## config.mk

```make
export PLATFORM = sky130hd
export DESIGN_NAME = vgd_div
export DESIGN_NICKNAME = d
export VERILOG_FILES = /design/src/sv/vgd_pkg.sv /design/src/sv/vgd_div.sv
export SDC_FILE = /design/constraint.sdc
export NUM_CORES = 1
export LEC_CHECK = 0
export ABC_AREA = 1
export BUFFER_PORTS_ARGS = -buffer_cell sky130_fd_sc_hd__buf_2
export CAP_MARGIN = 10
export CORE_MARGIN = 4
export CORE_UTILIZATION = 35
export DETAILED_ROUTE_END_ITERATION = 10
export GPL_TIMING_DRIVEN = 0
export PLACE_DENSITY = 0.63
export SYNTH_ARGS = -nofsm -noshare
export SYNTH_HDL_FRONTEND = slang
export SYNTH_SLANG_ARGS = --single-unit
export TNS_END_PERCENT = 100
```

## constraint.sdc

```tcl
create_clock -name i_clk -period 5.21 [get_ports i_clk]
set_input_delay 0.521 -clock i_clk [delete_from_list [all_inputs] [get_ports i_clk]]
set_output_delay 0.521 -clock i_clk [all_outputs]
set_load 0.01 [all_outputs]
```

## src/sv/vgd_pkg.sv

```systemverilog
package vgd_pkg;

    localparam int CAPACITY   = 64;
    localparam int COUNT_BITS = 16;

    localparam int POS_W   = 24;
    localparam int INT_W   = 16;
    localparam int VOX_W   = 16;
    localparam int SUM_W   = 40;
    localparam int ISUM_W  = 32;
    localparam int DIV_W   = (COUNT_BITS > VOX_W) ? COUNT_BITS : VOX_W;
    localparam int STEP_W  = $clog2(SUM_W);
    localparam int IDX_W   = $clog2(CAPACITY);
    localparam int CNT_W   = $clog2(CAPACITY + 1);

    localparam logic [VOX_W-1:0] VOX_RESET = VOX_W'(205);

    typedef enum logic [1:0] {
        KIND_INSERT  = 2'd0,
        KIND_EXTRACT = 2'd1,
        KIND_CLEAR   = 2'd2
    } t_kind;

    typedef enum logic [3:0] {
        S_IDLE,
        S_DIVK,
        S_SCAN_RD,
        S_SCAN_CMP,
        S_UPD,
        S_EX_RD,
        S_EX_WAIT,
        S_EX_DIV,
        S_EX_WR,
        S_SEL_RD,
        S_SEL_CMP,
        S_OUT
    } t_state;

    typedef struct packed {
        t_kind                    kind;
        logic signed [POS_W-1:0]  x_pos;
        logic signed [POS_W-1:0]  y_pos;
        logic signed [POS_W-1:0]  z_pos;
        logic [INT_W-1:0]         intensity;
    } t_in;

    typedef struct packed {
        logic signed [POS_W-1:0]  avg_x;
        logic signed [POS_W-1:0]  avg_y;
        logic signed [POS_W-1:0]  avg_z;
        logic [INT_W-1:0]         avg_intensity;
        logic                     last_point;
        logic                     overflowed;
    } t_out;

    typedef struct packed {
        logic signed [POS_W-1:0]  key_x;
        logic signed [POS_W-1:0]  key_y;
        logic signed [POS_W-1:0]  key_z;
        logic signed [SUM_W-1:0]  sum_x;
        logic signed [SUM_W-1:0]  sum_y;
        logic signed [SUM_W-1:0]  sum_z;
        logic [ISUM_W-1:0]        sum_i;
        logic [COUNT_BITS-1:0]    count;
    } t_row;

    typedef struct packed {
        logic signed [POS_W-1:0]  x;
        logic signed [POS_W-1:0]  y;
        logic signed [POS_W-1:0]  z;
        logic [INT_W-1:0]         i;
    } t_avg;

    function automatic logic avg_less(input t_avg a, input t_avg b);
        logic res;
        if (a.x != b.x) begin
            res = (a.x < b.x);
        end else if (a.y != b.y) begin
            res = (a.y < b.y);
        end else begin
            res = (a.z < b.z);
        end
        return res;
    endfunction

endpackage

```

## src/sv/vgd_div.sv

```systemverilog
module vgd_div (
    input  logic                                i_clk,
    input  logic                                i_rst_n,
    input  logic                                i_start,
    input  logic signed [vgd_pkg::SUM_W-1:0]    i_dividend,
    input  logic [vgd_pkg::DIV_W-1:0]           i_divisor,
    output logic                                o_done,
    output logic signed [vgd_pkg::SUM_W-1:0]    o_quot
);

    logic                           r_busy;
    logic                           r_done;
    logic [vgd_pkg::STEP_W-1:0]     r_cnt;
    logic [vgd_pkg::SUM_W-1:0]      r_mag;
    logic [vgd_pkg::DIV_W-1:0]      r_rem;
    logic [vgd_pkg::DIV_W-1:0]      r_div;
    logic                           r_neg;

    logic [vgd_pkg::DIV_W:0]        trial;
    logic                           fits;

    assign trial = {r_rem, r_mag[vgd_pkg::SUM_W-1]};
    assign fits  = (trial >= {1'b0, r_div});

    always_ff @(posedge i_clk) begin
        if (!i_rst_n) begin
            r_busy <= 1'b0;
            r_done <= 1'b0;
        end else begin
            r_done <= 1'b0;
            if (i_start) begin
                r_busy <= 1'b1;
                r_cnt  <= '0;
                r_neg  <= i_dividend[vgd_pkg::SUM_W-1];
                r_mag  <= i_dividend[vgd_pkg::SUM_W-1] ? (-i_dividend) : i_dividend;
                r_rem  <= '0;
                r_div  <= i_divisor;
            end else if (r_busy) begin
                // Restoring division: the quotient bits shift in behind the dividend.
                r_mag <= {r_mag[vgd_pkg::SUM_W-2:0], fits};
                r_rem <= fits ? vgd_pkg::DIV_W'(trial - {1'b0, r_div})
                              : vgd_pkg::DIV_W'(trial);
                r_cnt <= r_cnt + 1'b1;
                if (r_cnt == vgd_pkg::STEP_W'(vgd_pkg::SUM_W - 1)) begin
                    r_busy <= 1'b0;
                    r_done <= 1'b1;
                end
            end
        end
    end

    // Floor rounding: a negative dividend with a remainder steps one further down.
    assign o_quot = !r_neg ? r_mag : ((r_rem != '0) ? ~r_mag : -r_mag);
    assign o_done = r_done;

endmodule

```

# Word level (Yosys, flattened, before mapping)
# Cells that the tools add are included.
[word_totals]
regBits = 81
[op_classes]
n_eq_ne = 1
magnitude_cmp = 1
reduce_logical = 5
n_bitwise = 3
addsub = 4
mux = 12
[op_table]
columns = ["operator", "count"]
rows = [
  ["2-to-1 mux 40 bit", 5],
  ["negation 40 bit", 2],
  ["NOT 40 bit", 1],
  ["2-to-1 mux 16 bit", 2],
  ["greater-or-equal comparator 17 x 16 -> 1 bit", 1],
  ["nonzero test 16 bit", 1],
  ["subtractor 16 bit", 1],
  ["adder 6 x 1 -> 6 bit (second input constant)", 1],
  ["equality test 6 bit (second input constant)", 1],
  ["2-to-1 mux 6 bit", 1],
  ["2-to-1 mux 1 bit", 4],
  ["AND reduction 2 bit", 2],
  ["OR reduction 3 bit", 1],
  ["NOT 1 bit", 2],
  ["nonzero test 2 bit", 1],
]

# Longest topological paths before layout
# Gate-level depths: netlist (run 1).
[depth]
ltp_word = 4
mapped_depth = 15
mapped_depth_nobuf = 14

# Worst setup path after synthesis (run 1)
# OpenSTA, ideal clock, no wires.
[synth_path]
path_type = "input to register"
from = "input i_start"
to = "register r_cnt[0] in the netlist's numbering (enable)"
path_stages = 4
n_path_buf = 2
required_ns = 4.789
t_arrival_ns = 2.432
setup_time_ns = 0.421
setup_slack_ns = 2.356
path_cell_list = "clkbuf_1 > clkbuf_1 > nand2_1 > nand2_1"
[synth_between]
elab_chain_len = 2
[synth_lines]
columns = ["element", "line", "source"]
rows = [
  ["from (decl)", "vgd_div.sv:4", "input logic i_start,"],
  ["nonzero test 2 bit (no line)", "n/a", ""],
  ["AND reduction 2 bit (no line)", "n/a", ""],
  ["to (signal assigned)", "vgd_div.sv:43", "r_cnt <= r_cnt + 1'b1;"],
  ["to (decl)", "vgd_div.sv:13", "logic [vgd_pkg::STEP_W-1:0] r_cnt;"],
]
# Every way passes these cells.
# A chain may end at the register's enable or synchronous reset.

# Worst setup path after layout (run 1)
[layout_path]
from = "register r_mag[0] in the netlist's numbering"
to = "output o_quot[16] in the netlist's numbering"
[layout_between]
elab_chain_len = 3
[layout_lines]
columns = ["element", "line", "source"]
rows = [
  ["from (decl)", "vgd_div.sv:14", "logic [vgd_pkg::SUM_W-1:0] r_mag;"],
  ["from (signal assigned)", "vgd_div.sv:35", "r_mag <= i_dividend[vgd_pkg::SUM_W-1] ? (-i_dividend) : i_dividend;"],
  ["from (signal assigned)", "vgd_div.sv:40", "r_mag <= {r_mag[vgd_pkg::SUM_W-2:0], fits};"],
  ["negation 40 bit", "vgd_div.sv:53", "assign o_quot = !r_neg ? r_mag : ((r_rem != '0) ? ~r_mag : -r_mag);"],
  ["2-to-1 mux 40 bit (2 in series)", "vgd_div.sv:53", ""],
  ["to (decl)", "vgd_div.sv:8", "output logic signed [vgd_pkg::SUM_W-1:0] o_quot"],
]
# Every way passes these cells.

==> results.md, run 1 <==
* Setup TNS at 0 ps
* DRT Pass-1 Iters at 5
* Area of the core at 19000 sq um
* CP Launch Type: flop
* Sequential power share at 0.405
* CP max-delay cell: edfxtp_1
* Synth unique cells at 47
* Period minus WS final at 2790 ps
* First-pass GRT wire length at 33.0 mm
* DIE HEIGHT at 148 um
* Cell Area, Synth at 6840 sq um
* Post-DP HPWL at 16.4 mm
* RSZ-0062 raised after global routing: no
* R2R depth at 11
* Clock group share of total power at 0.275
* Post-CTS setup buffers at 0
* Period utilisation layout at 0.535
* Cell count after synthesis at 962
* N_diodes at 0
* CTS Sinks at 81
* Worst-Skew Late Latency at 350 ps
* Vias at 6606
* Synthesized flop and latch total at 81
* Post-synthesis adder-cell area fraction at 0.0377
* Commonest non-fill, non-tap cell in the layout: nand2_1
* Yosys synthesis warning count at 0
* Setup-failing EPs final at 0
* XOR/XNOR share of the synthesized area at 0.0652
* Post-synthesis compound-gate area fraction at 0.0765
* Gpl congestion at 0.940
* Largest net degree at the start of global routing at 63
* Share of layout cells above drive strength 1 at 0.171
* Fin Clk Skew at 14.2 ps
* Nets@finish at 1150
* Total wire length at 20.4 mm
* Max-slew violation count at 0
* Switching Share at 0.361
* Initial antenna violation count at 0
* Die area at 21800 sq um
* Critical-path cell list: inv_1 > ha_1 > nand3_1 > nor2_2 > nand3_2 > nor2_4 > nand2_1 > o21ai_1 > xnor2_1 > buf_2
* Avg Inst Size Synth at 7.11 sq um
* H-tree depth at 3
* CTS tree: built
* CP Max Fanout at 5
* Crit path arrival time at 2270 ps
* Post-synthesis sequential area ratio at 0.353
* Die X at 148 um
* Hold Path Depth at 1
* Peak supply drop at 0.136 mV
* Commonest non-fill, non-tap cells in the layout: nand2_1, inv_1, buf_2, nand3_1, nor2_1
* P_sw at 0.774 mW
* Hold-fix buffers, CTS at 0
* Initial DRC Count at 477
* Fmax at 0.359 GHz
* Final worst slack at 2420 ps
* Worst Hold Path EP: r_div[10]
* Crit. End Element: output port
* Slowest cell delay on critical path at 360 ps
* CP Class: flop to output port
* Status: finished, final reports clean
* DRC at 0
* Via density at 4.94
* Worst Hold Class: primary input to flop
* Slew Limit Headroom at 0.435
* R2R Path Start: r_mag[39]
* Post-synthesis mux area share at 0
* Worst endpoint required time at 4690 ps
* Internal Power at 1.37 mW
* Site Rows at 50
* Pwr Density at 270 nW/um^2
* Wire per inst at 15.3 um
* Min-delay src: i_divisor[10]
* Clock root buffer: clkbuf_16
* Maxcap violations at 0
* Comb pwr share at 0.320
* Layout area overhead at 16.0%
* Total clock buffers created by CTS at 9
* GRT overflow at 0
* Dpl ws at 2590 ps
* Post-synthesis simple-gate area fraction at 0.382
* Least-Margin Pin Slew at 848 ps
* Syn_nets at 1041
* Largest family of logic cells by synthesized area: simple AND/OR/NAND/NOR gates
* Hold Fails Final Rpt at 0
* Reg-to-reg setup timing slack at 2970 ps
* Vias in the first global route at 6351
* Total GRT Usage at 0.191
* R2r endpoint: r_rem[14]
* CTS resizes at 0
* Io pins at 100
* Clock Tree Buf Depth at 2
* Port bufs at 98
* Initial core utilization at 0.361
* Antenna Nets Post-Route at 0
* Clock slew at reported path FFs at 70 ps
* Static Leak at 3.76 nW
==> per-stage QoR <==
stage,cell area [sq um],std cells,util,hold slack (ps),total power [mW]
after global placement,7650,1320,0.404,463,1.56
after CTS,7930,1336,0.418,341,2.15
after global routing,7930,1336,0.418,326,2.28
after floorplan,6840,962,-,445,1.33
after detailed placement,7660,1320,0.404,530,1.56
final,7930,1336,0.418,346,2.14
==> critical path: cells and delay by family, from the launching register on <==
| family | cells | cell delay (ps) |
|---|---|---|
| compound gates | 1 | 160 |
| xor+xnor | 1 | 200 |
| fa+ha+maj | 1 | 190 |
| buf+inv | 2 | 350 |
| flops | 1 | 360 |
| simple gates | 5 | 680 |
==> flip-flops by register name, summed over array words and instances (netlist names) <==
| signal | count |
|---|---|
| r_mag | 40 |
| r_cnt | 6 |
| r_busy | 1 |
| o_done | 1 |
| r_rem | 16 |
| r_neg | 1 |
| r_div | 16 |
==> worst max path at each step <==
stage	endpoint	startpoint	depth (start not counted)	slack, ps
6_report	o_quot[16]	r_mag[0]	10	2420
5_1_grt	o_quot[28]	r_mag[1]	10	2230
4_1_cts	o_quot[14]	r_mag[0]	9	2420
3_5_place_dp	r_mag[35]	i_start	4	2590
3_3_place_gp	r_mag[36]	i_start	4	1330
2_1_floorplan	r_cnt[0]	i_start	4	2360
==> cells in the mapped netlist, drive strengths merged <==
master  instances  area (sq um)
a21oi          26           134
a31oi           3          18.8
and2            1          6.26
and3            2          13.8
buf            10          71.3
clkbuf         14          52.6
clkinv          1          3.75
dfxtp           2          40.0
edfxtp         79          2370
fa              1          20.0
ha             19           238
inv           120           455
nand2         295          1190
nand3         120           671
nand3b          6          57.6
nand4          19           125
nor2          108           457
nor3           13          65.1
nor3b           1          7.51
nor4            2          12.5
o211ai          1          7.51
o21a            1          7.51
o21ai          64           343
o22ai           2          12.5
or2             2          12.5
xnor2          10          87.6
xor2           40           358
==> cell type report <==
class | count | area (sq um)
Clock inverter | 7 | 45.0
Fill cell | 1973 | 11000
Tap cell | 260 | 325
Multi-Input combinational cell | 736 | 3850
Sequential cell | 81 | 2410
Inverter | 121 | 459
Timing Repair Buffer | 98 | 490
Clock buffer | 9 | 225
Buffer | 24 | 124
==> routing by layer <==
metal | share of wire | wire [um] | global-route usage | vias to the layer above
li1 | - | - | - | 3382
met3 | 0.061 | 1250 | 0.0374 | 24
met1 | 0.45 | 9180 | 0.252 | 3008
met4 | 0.019 | 378 | 0.0480 | 0
met2 | 0.47 | 9610 | 0.322 | 192
met5 | 0 | 0 | 0 | -
==> power by group through the flow <==
stage               Clock, mW  Combinational [mW]  Sequential, mW
CTS                     0.598               0.685           0.866
floorplan                   0               0.474           0.860
global placement            0               0.675           0.881
global route            0.633               0.772           0.876
detailed placement          0               0.682           0.879
finish                  0.590               0.685           0.867
==> cells by family (layout without fill, tap and decap cells) <==
| group | Yosys count | after routing |
|---|---|---|
| DFF | 81 | 81 |
| xor gates and xnor gates | 50 | 50 |
| and+or+nand+nor | 569 | 569 |
| adders and majority gates | 20 | 20 |
| buffers and inverters | 145 | 259 |
| AOI/OAI and AO/OA | 97 | 97 |
No activity file was read; power rests on OpenSTA's default activity.
==> run 2, diff against run 1 <==
--- a/config.mk
+++ b/config.mk
@@ -5,14 +5,14 @@
 export SDC_FILE = /design/constraint.sdc
 export NUM_CORES = 1
 export LEC_CHECK = 0
-export ABC_AREA = 1
+export ABC_AREA = 0
 export BUFFER_PORTS_ARGS = -buffer_cell sky130_fd_sc_hd__buf_2
 export CAP_MARGIN = 10
 export CORE_MARGIN = 4
 export CORE_UTILIZATION = 35
 export DETAILED_ROUTE_END_ITERATION = 10
 export GPL_TIMING_DRIVEN = 0
-export PLACE_DENSITY = 0.63
+export PLACE_DENSITY = 0.66
 export SYNTH_ARGS = -nofsm -noshare
 export SYNTH_HDL_FRONTEND = slang
 export SYNTH_SLANG_ARGS = --single-unit
==> constraint.sdc (replaced) <==
create_clock -name i_clk -period 2.39 [get_ports i_clk]
set_input_delay 0.239 -clock i_clk [delete_from_list [all_inputs] [get_ports i_clk]]
set_output_delay 0.239 -clock i_clk [all_outputs]
set_load 0.01 [all_outputs]
==> run 2 against run 1 <==
- the run now ends with setup timing left
- global-route usage is 0.35 points lower
- sequential power is 110% higher
- critical path type unchanged
- non-clock buffer count is 54 higher
==> results.md, run 2 <==
* Hold Fails Final Rpt at 0 (unchanged)
* Layout area overhead at 40.4%
* DIE HEIGHT at 136 um (-8.0%)
* Slew Limit Headroom at 0.165 (-0.269)
* Max reg flops at 40 (unchanged)
* Largest net degree at the start of global routing at 64 (+1.6%)
* Least-Margin Pin Slew at 1250 ps (+404 ps)
* Highest metal used: met4
* Setup TNS at -18340 ps (-18340 ps)
* N_diodes at 0 (unchanged)
* CP max-delay cell: or4_4
* Crit path arrival time at 2770 ps (+500 ps)
* Worst endpoint required time at 2150 ps (-2540 ps)
* Finished Layout Cells at 1002 (-25%)
* CTS tree: built
* Static Leak at 3.08 nW (-18%)
* Cell count after synthesis at 616 (-36%)
* Share of layout cells above drive strength 1 at 0.354 (+0.183)
* CP Max Fanout at 3 (-2)
* Via density at 5.56 (+12%)
* DRC at 0 (unchanged)
* Wire per inst at 18.1 um (+18%)
* Gpl congestion at 0.890 (-5.3%)
* Commonest non-fill, non-tap cells in the layout: buf_2, nor2_1, edfxtp_1
* Async SR Flop Fraction at 0 (unchanged)
* Yosys synthesis warning count at 0 (unchanged)
* Biggest regs: r_mag: 40 flops, r_div: 16 flops, r_rem: 16 flops
* Critical-path cell list: or4_4 > nor4_4 > buf_4 > nand4b_1 > nor2_1 > nand2_2 > o21ai_4 > xnor2_2 > buf_2
* Crit. End Element: output port
* Avg Inst Size Synth at 9.30 sq um (+31%)
* Syn_nets at 695 (-33%)
* Post-DP HPWL at 12.1 mm (-26%)
* Top cell type's share of synthesized area at 0.414 (+0.0671)
* Inst Count DP at 930 (-30%)
* Peak supply drop at 0.391 mV (+190%)
* Synth top area cells: edfxtp_1, xnor2_1, xor2_1
* M1 wire length at 7.78 mm (-15%)
* Reg with most FFs: r_mag
* Total clock buffers created by CTS at 9 (unchanged)
* Io pins at 100 (unchanged)
* Top-count cell post-synth: nor2_1
* Period utilisation layout at 1.26
* Setup-failing EPs final at 54 (+54)
* Slowest cell delay on critical path at 550 ps (+190 ps)
* Primary FF master, synth: edfxtp_1
* Area of the core at 15900 sq um (-16%)
* Clock root buffer: clkbuf_16
* Hold-fix buffers, CTS at 0 (unchanged)
* Fmax at 0.332 GHz
* Die area at 18500 sq um (-15%)
* Post-synth EDFFs at 79 (unchanged)
* Die X at 136 um (-8.0%)
* Total wire length at 18.1 mm (-11%)
* Post-synthesis sequential area ratio at 0.421 (+0.0682)
* Final worst slack at -619 ps (-3040 ps)
* Pwr Density at 593 nW/um^2 (+120%)
* Clock Tree Buf Depth at 2 (unchanged)
* Dpl ws at -702 ps (-3300 ps)
* Clock slew at reported path FFs at 70 ps (about the same)
* Synth unique cells at 48 (+2.1%)
* Fin Clk Skew at 7.03 ps (-7.21 ps)
* Site Rows at 46 (-8.0%)
* Antenna Nets Post-Route at 0 (unchanged)
* Maxcap violations at 0 (unchanged)
* Vias at 5567 (-16%)
* Commonest non-fill, non-tap cell in the layout: buf_2
* Status: complete, but fails checks
* DRT Pass-1 Iters at 5 (unchanged)
* Max-slew violation count at 0 (unchanged)
* Vias in the first global route at 5206 (-18%)
* Synthesized flop and latch total at 81 (unchanged)
* Initial DRC Count at 517 (+8.4%)
* First-pass GRT wire length at 27.0 mm (-18%)
* DR WL met2 at 8.47 mm (-12%)
* DR WL met3 at 1.31 mm (+5.2%)
* Initial core utilization at 0.359 (-0.00131)
* Violated checks: setup timing
* Cell Area, Synth at 5730 sq um (-16%)
* CTS Sinks at 81 (unchanged)
* Area leader, netlist: edfxtp_1
* CP Launch Type: flop
* Worst Hold Class: primary input to flop
* H-tree depth at 3 (unchanged)
* GRT overflow at 0 (unchanged)
* Worst-Skew Late Latency at 350 ps (about the same)
* RSZ-0062 raised after global routing: yes
* Initial antenna violation count at 0 (unchanged)
* Total GRT Usage at 0.187 (-0.00354)
* CP Class: flop to output port
* Nets@finish at 860 (-25%)
* Period minus WS final at 3010 ps
* Port bufs at 98 (unchanged)
* Most common library cells after synthesis: nor2_1, edfxtp_1, a21oi_1, xnor2_1, nand2_1
## run 2: changes by cell type after synthesis, sizes merged, moves of 8 or more
cell   change
xnor2     +39
inv       -95
or3       +17
or4       +12
a21oi     +26
nand3    -114
o21ai     -31
nand4     -14
mux2i     +10
nor2      -25
o41ai     +13
nor4       +8
nand2    -250
o31ai     +23
## run 2: layout make-up
cell class	instances	area, sq um
Multi-Input combinational cell	487	3870
Buffer	22	104
Sequential cell	81	2410
Tap cell	216	270
Timing Repair Buffer	154	967
Clock buffer	10	229
Inverter	26	97.6
Fill cell	1420	7900
Clock inverter	6	92.6
## run 2: path summary, 6_finish.rpt
| path | end | slack, ps | from | cells after the start |
|---|---|---|---|---|
| setup / recovery | o_quot[36] | -620 | r_mag[8] | 9 |
| hold / removal | r_div[8] | 60 | i_divisor[8] | 1 |
| setup reg to reg | r_rem[11] | -250 | r_rem[0] | 10 |
| hold reg to reg | o_done | 540 | r_busy | 1 |
## run 2: report_power, final
part / leakage, nW / total (mW) / internal [mW] / switching (mW)
Clock: 0.149 / 1.51 / 0.919 / 0.594
Sequential: 0.767 / 1.83 / 1.72 / 0.116
Combinational: 2.16 / 1.42 / 0.651 / 0.774
Total: 3.08 / 4.77 / 3.29 / 1.48
## run 2: worst max-delay path, delay by kind of cell, from the launching register on
kind / cells / cell delay (ps)
AND/OR/NAND/NOR: 5 / 1330
XOR/XNOR: 1 / 150
AO/OA/AOI/OAI: 1 / 170
flip-flops: 1 / 410
buffers and inverters: 2 / 360
## run 2: cell families (layout without fill, tap and decap cells)
group,count (synthesis),count (layout),share of synthesized area
XOR/XNOR,86,86,0.131
multiplexers,10,10,0.0175
flip-flops,81,81,0.421
buffers and inverters,48,218,0.0319
AND/OR/NAND/NOR,217,217,0.184
adder cells (fa/ha/maj),20,20,0.0450
AO/OA/AOI/OAI,154,154,0.169
## run 2: stage by stage
| step | util | hold slack [ps] | area (sq um) | total power, mW |
|---|---|---|---|---|
| after floorplan | - | 338 | 5790 | 2.59 |
| final | 0.505 | 58.8 | 8040 | 4.77 |
| after global routing | 0.505 | 45.7 | 8040 | 4.97 |
| after detailed placement | 0.411 | 417 | 6550 | 2.97 |
| after CTS | 0.475 | 49.5 | 7580 | 4.64 |
| after global placement | 0.411 | 416 | 6550 | 2.96 |
## run 2: routing by layer
| layer | GRT usage | up-vias |
|---|---|---|
| met1 | 0.255 | 2667 |
| met4 | 0.0739 | 0 |
| met5 | 0 | - |
| met2 | 0.294 | 245 |
| met3 | 0.0370 | 41 |
| li1 | - | 2614 |
## run 2: repair_timing
item	CTS	global route
pin swaps	26	29
endpoints found under the setup margin	60	61
hold endpoints to repair	0	0
setup buffers	41	14
gates resized for setup	97	60
gates cloned	1	0
